--- src/dfr_pkg.sv ---
// Shared types, constants and helpers for the sync-then-length-prefixed deframer.
// Used by dfr_front, dfr_fifo, dfr_back and the top level; depends on nothing.
package dfr_pkg;

    // Signature window and its fixed text
    localparam int SIG_LEN      = 36;
    localparam int SIG_TEXT_LEN = 36;
    localparam logic [8*SIG_TEXT_LEN-1:0] SIG_TEXT = "0c63fba6-7c2a-4b72-8de0-b3bd579dedaa";

    // Window fill count holds 0..SIG_LEN, window index holds 0..SIG_LEN-1
    localparam int CNT_W  = $clog2(SIG_LEN + 1);
    localparam int WIN_IW = (SIG_LEN > 1) ? $clog2(SIG_LEN) : 1;

    localparam logic [7:0] LINE_FEED = 8'h0A;

    // Binary header: four little-endian 32-bit words
    localparam int HDR_BYTES = 16;
    localparam int HCNT_W    = $clog2(HDR_BYTES);
    localparam int LEFT_W    = 31;

    // Queue between front and back (depth is a power of two)
    localparam int Q_DEPTH = 2;
    localparam int Q_AW    = (Q_DEPTH > 1) ? $clog2(Q_DEPTH) : 1;

    typedef enum logic [2:0] {
        K_TEXT    = 3'd0,
        K_SYNC    = 3'd1,
        K_HEADER  = 3'd2,
        K_PAYLOAD = 3'd3,
        K_BAD     = 3'd4
    } t_kind;

    // One queued result, fields not used by its kind are cleared by the back end
    typedef struct packed {
        t_kind            kind;
        logic [7:0]       data;
        logic [3:0][31:0] words;
        logic             last;
    } t_entry;

    typedef struct packed {
        logic full;
        logic empty;
    } t_q_stat;

    // Signature byte at a window position; positions past the text compare against zero
    function automatic logic [7:0] sig_byte(input int i);
        logic [7:0] b;
        b = 8'h00;
        if (i < SIG_TEXT_LEN) begin
            b = SIG_TEXT[8*(SIG_TEXT_LEN-1-i) +: 8];
        end
        return b;
    endfunction

endpackage

--- src/sync_then_length_prefixed_deframer.sv ---
// Top level of the sync-then-length-prefixed deframer: front end, result queue
// and output back end. Depends on dfr_pkg, dfr_front, dfr_fifo and dfr_back.
//
//   channel   direction  handshake           payload
//   input     in         i_valid / o_ready   i_in_byte
//   result    out        o_valid / i_ready   o_kind .. o_last
//
// One byte per cycle in text, header and payload modes while the queue has room;
// each result passes through the queue and then the output register. A line
// feed that does not close the signature holds input while the window drains.
// Reset (synchronous, active low) returns to text mode with an empty window and queue.
// Output stalls back up through the two-entry queue; input stalls once it is full.
module sync_then_length_prefixed_deframer (
    input  logic               i_clk,
    input  logic               i_rst_n,
    input  logic               i_valid,
    output logic               o_ready,
    input  logic [7:0]         i_in_byte,
    output logic               o_valid,
    input  logic               i_ready,
    output logic [2:0]         o_kind,
    output logic [7:0]         o_data_byte,
    output logic signed [31:0] o_packet_type,
    output logic signed [31:0] o_source_id,
    output logic signed [31:0] o_destination_id,
    output logic signed [31:0] o_payload_length,
    output logic               o_last
);
    import dfr_pkg::*;

    logic    q_push;
    logic    q_pop;
    t_entry  q_in;
    t_entry  q_out;
    t_q_stat q_stat;

    dfr_front u_front (
        .i_clk     (i_clk),
        .i_rst_n   (i_rst_n),
        .i_valid   (i_valid),
        .o_ready   (o_ready),
        .i_in_byte (i_in_byte),
        .o_push    (q_push),
        .o_entry   (q_in),
        .i_q_stat  (q_stat)
    );

    dfr_fifo u_fifo (
        .i_clk   (i_clk),
        .i_rst_n (i_rst_n),
        .i_push  (q_push),
        .i_entry (q_in),
        .i_pop   (q_pop),
        .o_entry (q_out),
        .o_stat  (q_stat)
    );

    dfr_back u_back (
        .i_clk            (i_clk),
        .i_rst_n          (i_rst_n),
        .i_entry          (q_out),
        .i_q_stat         (q_stat),
        .o_pop            (q_pop),
        .o_valid          (o_valid),
        .i_ready          (i_ready),
        .o_kind           (o_kind),
        .o_data_byte      (o_data_byte),
        .o_packet_type    (o_packet_type),
        .o_source_id      (o_source_id),
        .o_destination_id (o_destination_id),
        .o_payload_length (o_payload_length),
        .o_last           (o_last)
    );

`ifndef SYNTH
    // Front end never pushes into a full queue
    a_no_overflow: assert property (@(posedge i_clk) disable iff (!i_rst_n)
        q_push |-> !q_stat.full)
        else $error("result pushed into full queue");

    // Bad length always closes the stream
    a_bad_is_last: assert property (@(posedge i_clk) disable iff (!i_rst_n)
        (o_valid && (o_kind == K_BAD)) |-> o_last)
        else $error("bad length result without last mark");

    // Nothing follows a transferred bad-length result
    a_halt_silent: assert property (@(posedge i_clk) disable iff (!i_rst_n)
        (o_valid && i_ready && (o_kind == K_BAD)) |=> !o_valid)
        else $error("result after bad length");
`endif

endmodule

--- src/dfr_front.sv ---
// Front end: accepts stream bytes, keeps the line window, header and payload count,
// and pushes classified results into the queue. Depends on dfr_pkg.
module dfr_front (
    input  logic             i_clk,
    input  logic             i_rst_n,
    input  logic             i_valid,
    output logic             o_ready,
    input  logic [7:0]       i_in_byte,
    output logic             o_push,
    output dfr_pkg::t_entry  o_entry,
    input  dfr_pkg::t_q_stat i_q_stat
);
    import dfr_pkg::*;

    typedef enum logic [2:0] {
        S_TEXT,
        S_FLUSH,
        S_HDR,
        S_PAY,
        S_HALT
    } t_state;

    t_state                  r_state, n_state;
    logic [7:0]              r_win [SIG_LEN];
    logic [7:0]              n_win [SIG_LEN];
    logic [CNT_W-1:0]        r_cnt, n_cnt;
    logic [8*HDR_BYTES-1:0]  r_hdr, n_hdr;
    logic [HCNT_W-1:0]       r_hcnt, n_hcnt;
    logic [LEFT_W-1:0]       r_left, n_left;

    logic                    accept;
    logic                    match;
    logic [8*HDR_BYTES-1:0]  hdr_asm;
    logic [3:0][31:0]        hdr_words;

    // Ready: halted bytes are taken and dropped, flush blocks input
    assign o_ready = (r_state == S_HALT) || ((r_state != S_FLUSH) && !i_q_stat.full);
    assign accept  = i_valid && o_ready;

    // Header bytes shift in from the top; the first byte ends at the bottom
    assign hdr_asm   = {i_in_byte, r_hdr[8*HDR_BYTES-1:8]};
    assign hdr_words = hdr_asm;

    // Full window equal to the signature
    always_comb begin
        match = (r_cnt == CNT_W'(SIG_LEN));
        for (int i = 0; i < SIG_LEN; i++) begin
            if (r_win[i] != sig_byte(i)) begin
                match = 1'b0;
            end
        end
    end

    // Next state and queue push
    always_comb begin
        n_state = r_state;
        n_win   = r_win;
        n_cnt   = r_cnt;
        n_hdr   = r_hdr;
        n_hcnt  = r_hcnt;
        n_left  = r_left;
        o_push  = 1'b0;
        o_entry.kind  = K_TEXT;
        o_entry.data  = i_in_byte;
        o_entry.words = hdr_words;
        o_entry.last  = 1'b0;

        unique case (r_state)
            S_TEXT: begin
                if (accept) begin
                    if (i_in_byte == LINE_FEED) begin
                        if (match) begin
                            o_push       = 1'b1;
                            o_entry.kind = K_SYNC;
                            o_entry.last = 1'b1;
                            n_cnt        = '0;
                            n_hcnt       = '0;
                            n_left       = '0;
                            n_state      = S_HDR;
                        end else begin
                            n_state = S_FLUSH;
                        end
                    end else if (r_cnt == CNT_W'(SIG_LEN)) begin
                        // window full: oldest byte leaves as text
                        o_push       = 1'b1;
                        o_entry.data = r_win[0];
                        for (int i = 0; i < SIG_LEN - 1; i++) begin
                            n_win[i] = r_win[i+1];
                        end
                        n_win[SIG_LEN-1] = i_in_byte;
                    end else begin
                        n_win[r_cnt[WIN_IW-1:0]] = i_in_byte;
                        n_cnt = r_cnt + CNT_W'(1);
                    end
                end
            end
            S_FLUSH: begin
                // one window byte per cycle while the queue has room, then the line feed
                if (!i_q_stat.full) begin
                    o_push = 1'b1;
                    if (r_cnt != '0) begin
                        o_entry.data = r_win[0];
                        for (int i = 0; i < SIG_LEN - 1; i++) begin
                            n_win[i] = r_win[i+1];
                        end
                        n_cnt = r_cnt - CNT_W'(1);
                    end else begin
                        o_entry.data = LINE_FEED;
                        o_entry.last = 1'b1;
                        n_state      = S_TEXT;
                    end
                end
            end
            S_HDR: begin
                if (accept) begin
                    n_hdr = hdr_asm;
                    if (r_hcnt == HCNT_W'(HDR_BYTES - 1)) begin
                        n_hcnt = '0;
                        o_push = 1'b1;
                        if (hdr_words[3][31]) begin
                            o_entry.kind = K_BAD;
                            o_entry.last = 1'b1;
                            n_state      = S_HALT;
                        end else begin
                            o_entry.kind = K_HEADER;
                            o_entry.last = (hdr_words[3] == 32'd0);
                            n_left       = hdr_words[3][LEFT_W-1:0];
                            n_state      = (hdr_words[3] == 32'd0) ? S_HDR : S_PAY;
                        end
                    end else begin
                        n_hcnt = r_hcnt + HCNT_W'(1);
                    end
                end
            end
            S_PAY: begin
                if (accept) begin
                    o_push       = 1'b1;
                    o_entry.kind = K_PAYLOAD;
                    n_left       = r_left - LEFT_W'(1);
                    if (r_left == LEFT_W'(1)) begin
                        o_entry.last = 1'b1;
                        n_state      = S_HDR;
                    end
                end
            end
            S_HALT: begin
            end
            default: begin
                n_state = S_HALT;
            end
        endcase
    end

    // State and registers
    always_ff @(posedge i_clk) begin
        r_win <= n_win;
        r_hdr <= n_hdr;
        if (!i_rst_n) begin
            r_state <= S_TEXT;
            r_cnt   <= '0;
            r_hcnt  <= '0;
            r_left  <= '0;
        end else begin
            r_state <= n_state;
            r_cnt   <= n_cnt;
            r_hcnt  <= n_hcnt;
            r_left  <= n_left;
        end
    end

endmodule

--- src/dfr_fifo.sv ---
// Short result queue between the front and back ends.
// Depends on dfr_pkg for the entry type and depth.
module dfr_fifo (
    input  logic             i_clk,
    input  logic             i_rst_n,
    input  logic             i_push,
    input  dfr_pkg::t_entry  i_entry,
    input  logic             i_pop,
    output dfr_pkg::t_entry  o_entry,
    output dfr_pkg::t_q_stat o_stat
);
    import dfr_pkg::*;

    t_entry          r_mem [Q_DEPTH];
    logic [Q_AW-1:0] r_wp, r_rp;
    logic [Q_AW:0]   r_cnt;

    assign o_entry      = r_mem[r_rp];
    assign o_stat.full  = (r_cnt == (Q_AW+1)'(Q_DEPTH));
    assign o_stat.empty = (r_cnt == '0);

    // Storage
    always_ff @(posedge i_clk) begin
        if (i_push) begin
            r_mem[r_wp] <= i_entry;
        end
    end

    // Pointers and fill count
    always_ff @(posedge i_clk) begin
        if (!i_rst_n) begin
            r_wp  <= '0;
            r_rp  <= '0;
            r_cnt <= '0;
        end else begin
            if (i_push) begin
                r_wp <= r_wp + Q_AW'(1);
            end
            if (i_pop) begin
                r_rp <= r_rp + Q_AW'(1);
            end
            unique case ({i_push, i_pop})
                2'b10:   r_cnt <= r_cnt + (Q_AW+1)'(1);
                2'b01:   r_cnt <= r_cnt - (Q_AW+1)'(1);
                default: r_cnt <= r_cnt;
            endcase
        end
    end

endmodule

--- src/dfr_back.sv ---
// Back end: pops queued results, clears fields unused by each kind and holds
// them in the output register until transfer. Depends on dfr_pkg.
module dfr_back (
    input  logic               i_clk,
    input  logic               i_rst_n,
    input  dfr_pkg::t_entry    i_entry,
    input  dfr_pkg::t_q_stat   i_q_stat,
    output logic               o_pop,
    output logic               o_valid,
    input  logic               i_ready,
    output logic [2:0]         o_kind,
    output logic [7:0]         o_data_byte,
    output logic signed [31:0] o_packet_type,
    output logic signed [31:0] o_source_id,
    output logic signed [31:0] o_destination_id,
    output logic signed [31:0] o_payload_length,
    output logic               o_last
);
    import dfr_pkg::*;

    logic             r_valid;
    logic [2:0]       r_kind;
    logic [7:0]       r_data;
    logic [3:0][31:0] r_words;
    logic             r_last;
    logic             has_data;
    logic             has_words;

    assign o_pop     = !i_q_stat.empty && (!r_valid || i_ready);
    assign has_data  = (i_entry.kind == K_TEXT) || (i_entry.kind == K_PAYLOAD);
    assign has_words = (i_entry.kind == K_HEADER) || (i_entry.kind == K_BAD);

    // Output payload register
    always_ff @(posedge i_clk) begin
        if (o_pop) begin
            r_kind  <= i_entry.kind;
            r_data  <= has_data ? i_entry.data : 8'h00;
            r_words <= has_words ? i_entry.words : '0;
            r_last  <= i_entry.last;
        end
    end

    // Output valid
    always_ff @(posedge i_clk) begin
        if (!i_rst_n) begin
            r_valid <= 1'b0;
        end else if (o_pop) begin
            r_valid <= 1'b1;
        end else if (i_ready) begin
            r_valid <= 1'b0;
        end
    end

    assign o_valid          = r_valid;
    assign o_kind           = r_kind;
    assign o_data_byte      = r_data;
    assign o_packet_type    = r_words[0];
    assign o_source_id      = r_words[1];
    assign o_destination_id = r_words[2];
    assign o_payload_length = r_words[3];
    assign o_last           = r_last;

endmodule
--- config.mk ---
export PLATFORM = sky130hd
export DESIGN_NAME = sync_then_length_prefixed_deframer
export DESIGN_NICKNAME = d
export VERILOG_FILES = /design/src/dfr_pkg.sv /design/src/sync_then_length_prefixed_deframer.sv /design/src/dfr_front.sv /design/src/dfr_fifo.sv /design/src/dfr_back.sv
export SDC_FILE = /design/constraint.sdc
export NUM_CORES = 1
export LEC_CHECK = 0
export BUFFER_PORTS_ARGS = -buffer_cell sky130_fd_sc_hd__buf_4
export CAP_MARGIN = 20
export CORE_MARGIN = 4
export CORE_UTILIZATION = 50
export CTS_CLUSTER_DIAMETER = 80
export CTS_CLUSTER_SIZE = 25
export DETAILED_ROUTE_END_ITERATION = 8
export PLACE_DENSITY = 0.66
export SLEW_MARGIN = 20
export SYNTH_ARGS = -nofsm -noshare
export SYNTH_HDL_FRONTEND = slang
export SYNTH_SLANG_ARGS = --single-unit
--- constraint.sdc ---
create_clock -name i_clk -period 14.3 [get_ports i_clk]
set_clock_uncertainty 0.15 [all_clocks]
set_input_delay 1.43 -clock i_clk [delete_from_list [all_inputs] [get_ports i_clk]]
set_output_delay 1.43 -clock i_clk [all_outputs]
set_load 0.1 [all_outputs]
==> summary.md <==
| Metric | Value |
|---|---|
| Initial antenna violation count | `1` |
| Min Tclk post-route | `~5.7 ns` |
| Critical path peak fanout | `76` |
| PortBufs | `roughly 150` |
| Max Transition Viols Final | `0` |
| Levels on crit path | `8` |
| Post-DR wirelength/cell | `23.8 um` |
| Longest Clk Path Bufs | `3` |
| Worst slew margin | `between 20% and 30%` |
| CP delay by family, top | `simple AND/OR/NAND/NOR gates` |
| Latest clock arrival within the worst-skew pair | `0.64 ns` |
| Max VDD drop | `between 100 and 150 uV` |
| Critical path class | `reg -> reg` |
| R2r setup slk | `8.63 ns` |
| Inst Count DP | `3900` |
| Count of cell types in the netlist | `64` |
| Chip height | `281 um` |
| Worst hold slack | `0.304 ns` |
| Total core area | `73300 um2` |
| Worst EP required | `14.39 ns` |
| Ports | `154` |
| Initial DRT Pass Iterations | `6` |
| H-tree levels | `2` |
| Synth Instances | `between 2000 and 3000` |
| FMAX | `0.176 GHz` |
| Syn Area/Cell | `12.5 um2` |
| HP Class | `reg -> reg` |
| Num Clock Sinks | `878` |
| DRT antenna net count | `0` |
| Final hold vios | `0` |
| Nature of the critical path endpoint | `register` |
| Xor/xnor share of the synthesized area | `0.236%` |
| Main combinational cell family by area after synthesis | `simple AND/OR/NAND/NOR gates` |
| GP Congestion | `0.908` |
| Num rows | `99` |
| Switching Share | `a little under two fifths` |
| Number of global-route vias before repair | `23600` |
| Post-CTS setup buffers | `0` |
| Vias | `~25000` |
| Global-route wire length before repair | `roughly 140 mm` |
| Compound-cell area share of the yosys netlist | `7.97%` |
| Highest routing layer actually used | `met4` |
| Clock power frac | `22.8%` |
| Tightest Pin Transition | `between 1 and 1.5 ns` |
| Main synth FF type | `edfxtp_1` |
| Cell Area, Synth | `37100 um2` |
| Async set-reset flop share out of synthesis | `0%` |
| CTS tree | `built` |
| DP Area | `39000 um2` |
| Post-DP HPWL | `58.2 mm` |
| Type of origin of the critical path | `register` |
| Int Power | `3.92 mW` |
| FF+latch count, synth | `878` |
| Max Cap Viol | `0` |
| Leakage | `around 12 nW` |
| Post-CTS sizing | `0` |
| Synth warn | `0` |
| Final std cells w/o fill | `3963` |
| Fin area | `40400 um2` |
| Sum Neg Setup Slack | `0 ns` |
| Power density over the cells | `~150 nW/um2` |
| R2r endpoint | `u_fifo.r_mem[1][19]$_DFFE_PP_` |
| Syn-to-layout area delta | `8.76%` |
| Synth Area in Adders | `0.202%` |
| Crit-path slowest cell | `buf_4` |
| Nets | `between 3000 and 4000` |
| Slowest Stage Delay on Critical Path | `0.93 ns` |
| Reg2reg path depth | `8` |
| Crit path buf inv count | `1` |
| DR WL met3 | `8.74 mm` |
| Total GRT Usage | `23.3%` |
| Number of DRC markers in iteration 0 | `around 3600` |
| Final setup fails | `0` |
| Initial Utilization | `50.6%` |
| Combinational share of power | `between 20% and 30%` |
| Worst path cell trace | `nor4bb_1 -> nand4_1 -> nor4_1 -> nand4_1 -> nor3_1 -> nor3_1 -> nor3b_2 -> buf_4` |
| Worst-path clk slew | `roughly 0.09 ns` |
| DRT met1 WL | `~38 mm` |
| Switch Pwr | `2.32 mW` |
| Status | `complete, no violations` |
| DR vias/cell | `6.35` |
| Total routed wirelength | `94.4 mm` |
| Met2 wire len | `44.2 mm` |
| Number of synthesized flops with an enable pin | `828` |
| Setup crit start | `u_front.r_win[25]$_DFFE_PP_` |
| Die width | `281 um` |
| CTS root buf | `clkbuf_16` |
| Syn nets | `2979` |
| RR Startpoint | `u_front.r_win[25]$_DFFE_PP_` |
| Unrepaired setup endpoints after global routing | `false` |
| Min-Delay Startpoint | `u_front.r_hdr[10]$_DFFE_PP_` |
| Hold-fix buffers, CTS | `0` |
| Setup crit end | `u_fifo.r_mem[1][19]$_DFFE_PP_` |
| Fraction of layout cells with a size suffix above 1 | `9.02%` |
| Largest net degree at the start of global routing | `272` |
| Die footprint | `78700 um2` |
| Ant. Diodes | `0` |
| Gr ovfl total | `0` |
| Final period utilization | `39.6%` |
| Sequential-to-total area share from yosys stat | `69.7%` |
| CTS buffer count | `44` |
| Fillers | `6048` |
| Simple-Gate Fraction of Synth Area | `15.6%` |
| # DRC | `0` |
| Mux contribution to synthesized area | `3.80%` |
| Critical Path AT | `5.76 ns` |
| Sequential share of power | `50.9%` |
## routing by layer
layer	global-route usage, %	vias to the layer above
met2	37.1	1463
met4	7.82	0
met5	0	-
li1	-	11200
met3	3.42	227
met1	33.2	12300
## final cells by class
| type | count | area (um2) | share of cell area (%) |
|---|---|---|---|
| Timing Repair Buffer | 180 | 1410 | 3.50 |
| Inverter | 51 | 191 | 0.474 |
| Clock inverter | 13 | 209 | 0.517 |
| Clock buffer | 49 | 1120 | 2.77 |
| Multi-Input combinational cell | 1833 | 10400 | 25.7 |
| Sequential cell | 878 | 25900 | 64.1 |
| Tap cell | 959 | 1200 | 2.97 |
## synthesized netlist by cell type (all sizes together) (4+ instances only)
| master | number | area, um2 |
|---|---|---|
| nand2 | 341 | 1280 |
| nor3 | 37 | 185 |
| and3 | 4 | 25.0 |
| a31oi | 12 | 75.1 |
| xnor2 | 4 | 35.0 |
| o31ai | 14 | 105 |
| o32ai | 4 | 35.0 |
| a31o | 13 | 114 |
| nor4bb | 57 | 571 |
| a22oi | 23 | 173 |
| and4 | 4 | 35.0 |
| nor4b | 30 | 263 |
| nor2b | 5 | 31.3 |
| or3 | 9 | 56.3 |
| nand2b | 5 | 31.3 |
| or4 | 5 | 45.0 |
| o21a | 5 | 37.5 |
| and2 | 11 | 68.8 |
| dfxtp | 50 | 1000 |
| o21ai | 38 | 190 |
| nor4 | 38 | 253 |
| edfxtp | 828 | 24900 |
| a32o | 4 | 40.0 |
| a221oi | 6 | 52.6 |
| clkbuf | 180 | 676 |
| inv | 48 | 180 |
| mux2i | 140 | 1400 |
| buf | 19 | 82.6 |
| a21oi | 348 | 1740 |
| nor2 | 251 | 942 |
| a21o | 10 | 75.1 |
| nand3 | 290 | 1450 |
| or2 | 4 | 25.0 |
| ha | 6 | 75.1 |
| a211oi | 10 | 80.1 |
| xor2 | 6 | 52.6 |
| and4b | 18 | 180 |
| nand4 | 48 | 300 |
## worst register-to-register path, stage by stage, from the launching register on
cell and delay [ns]:
edfxtp_1 0.40, nor4bb_1 0.66, nand4_1 0.31, nor4_1 0.70, nand4_1 0.43, nor3_1 0.64
nor3_1 0.19, nor3b_2 0.82, buf_4 0.93
## registers in the layout, indices dropped and copies added, names as in the netlist, 2 cells and up, named ones only
register,cells
u_front.r_hdr,120
u_fifo.r_mem,280
u_front.r_win,288
u_back.o_destination_id,32
u_front.r_hcnt,4
u_fifo.r_cnt,2
u_front.r_cnt,6
u_front.r_state,3
u_back.o_payload_length,32
u_back.o_source_id,32
u_back.o_packet_type,32
u_back.o_data_byte,8
u_back.o_kind,3
u_front.r_left,31
## layout by cell type, fill, tap and decap left out, types with 44 or more instances in the layout
cell	synthesis	final
edfxtp_1	828	828
nand2_1	341	339
inv_1	48	48
mux2i_1	140	140
dfxtp_1	50	49
a21oi_1	348	346
buf_4	0	175
nand4_1	48	48
clkbuf_16	0	44
nand3_1	290	290
nor2_1	251	250
nor4bb_1	57	57
## logic make-up (layout without fill, tap and decap cells)
group / after synthesis / in the layout
xor gates and xnor gates: 10 / 10
buffers and inverters: 250 / 293
and+or+nand+nor: 1161 / 1161
AOI/OAI and AO/OA: 515 / 515
muxes: 141 / 141
DFF: 878 / 878
adders and majority gates: 6 / 6
## worst min path at each step
stage / to / cells past startpoint
floorplan: u_fifo.r_mem[0][1]$_DFFE_PP_ / 0
global placement: u_fifo.r_mem[0][5]$_DFFE_PP_ / 0
detailed placement: u_fifo.r_mem[0][5]$_DFFE_PP_ / 0
CTS: u_fifo.r_mem[0][3]$_DFFE_PP_ / 0
global route: u_fifo.r_mem[0][4]$_DFFE_PP_ / 0
finish: u_fifo.r_mem[0][3]$_DFFE_PP_ / 0
## through the flow
| stage | setup WS [ns] | utilization [%] | total power, mW |
|---|---|---|---|
| 6_report | 8.63 | 55.1 | 6.24 |
| 3_3_place_gp | 8.24 | 53.2 | 4.86 |
| 4_1_cts | 8.64 | 55.0 | 6.28 |
| 2_1_floorplan | 0.361 | - | 4.50 |
| 5_1_grt | 8.37 | 55.1 | 6.43 |
| 3_5_place_dp | 8.12 | 53.2 | 4.88 |
## power groups by stage
stage / sequential (mW) / combinational (mW) / clock (mW)
after global placement: 3.23 / 1.63 / 0
after floorplan: 4.25 / 0.251 / 0
after global routing: 3.20 / 1.68 / 1.55
final: 3.18 / 1.64 / 1.42
after CTS: 3.18 / 1.64 / 1.46
after detailed placement: 3.24 / 1.64 / 0
Note: power is estimated with default switching activity, not from simulation.
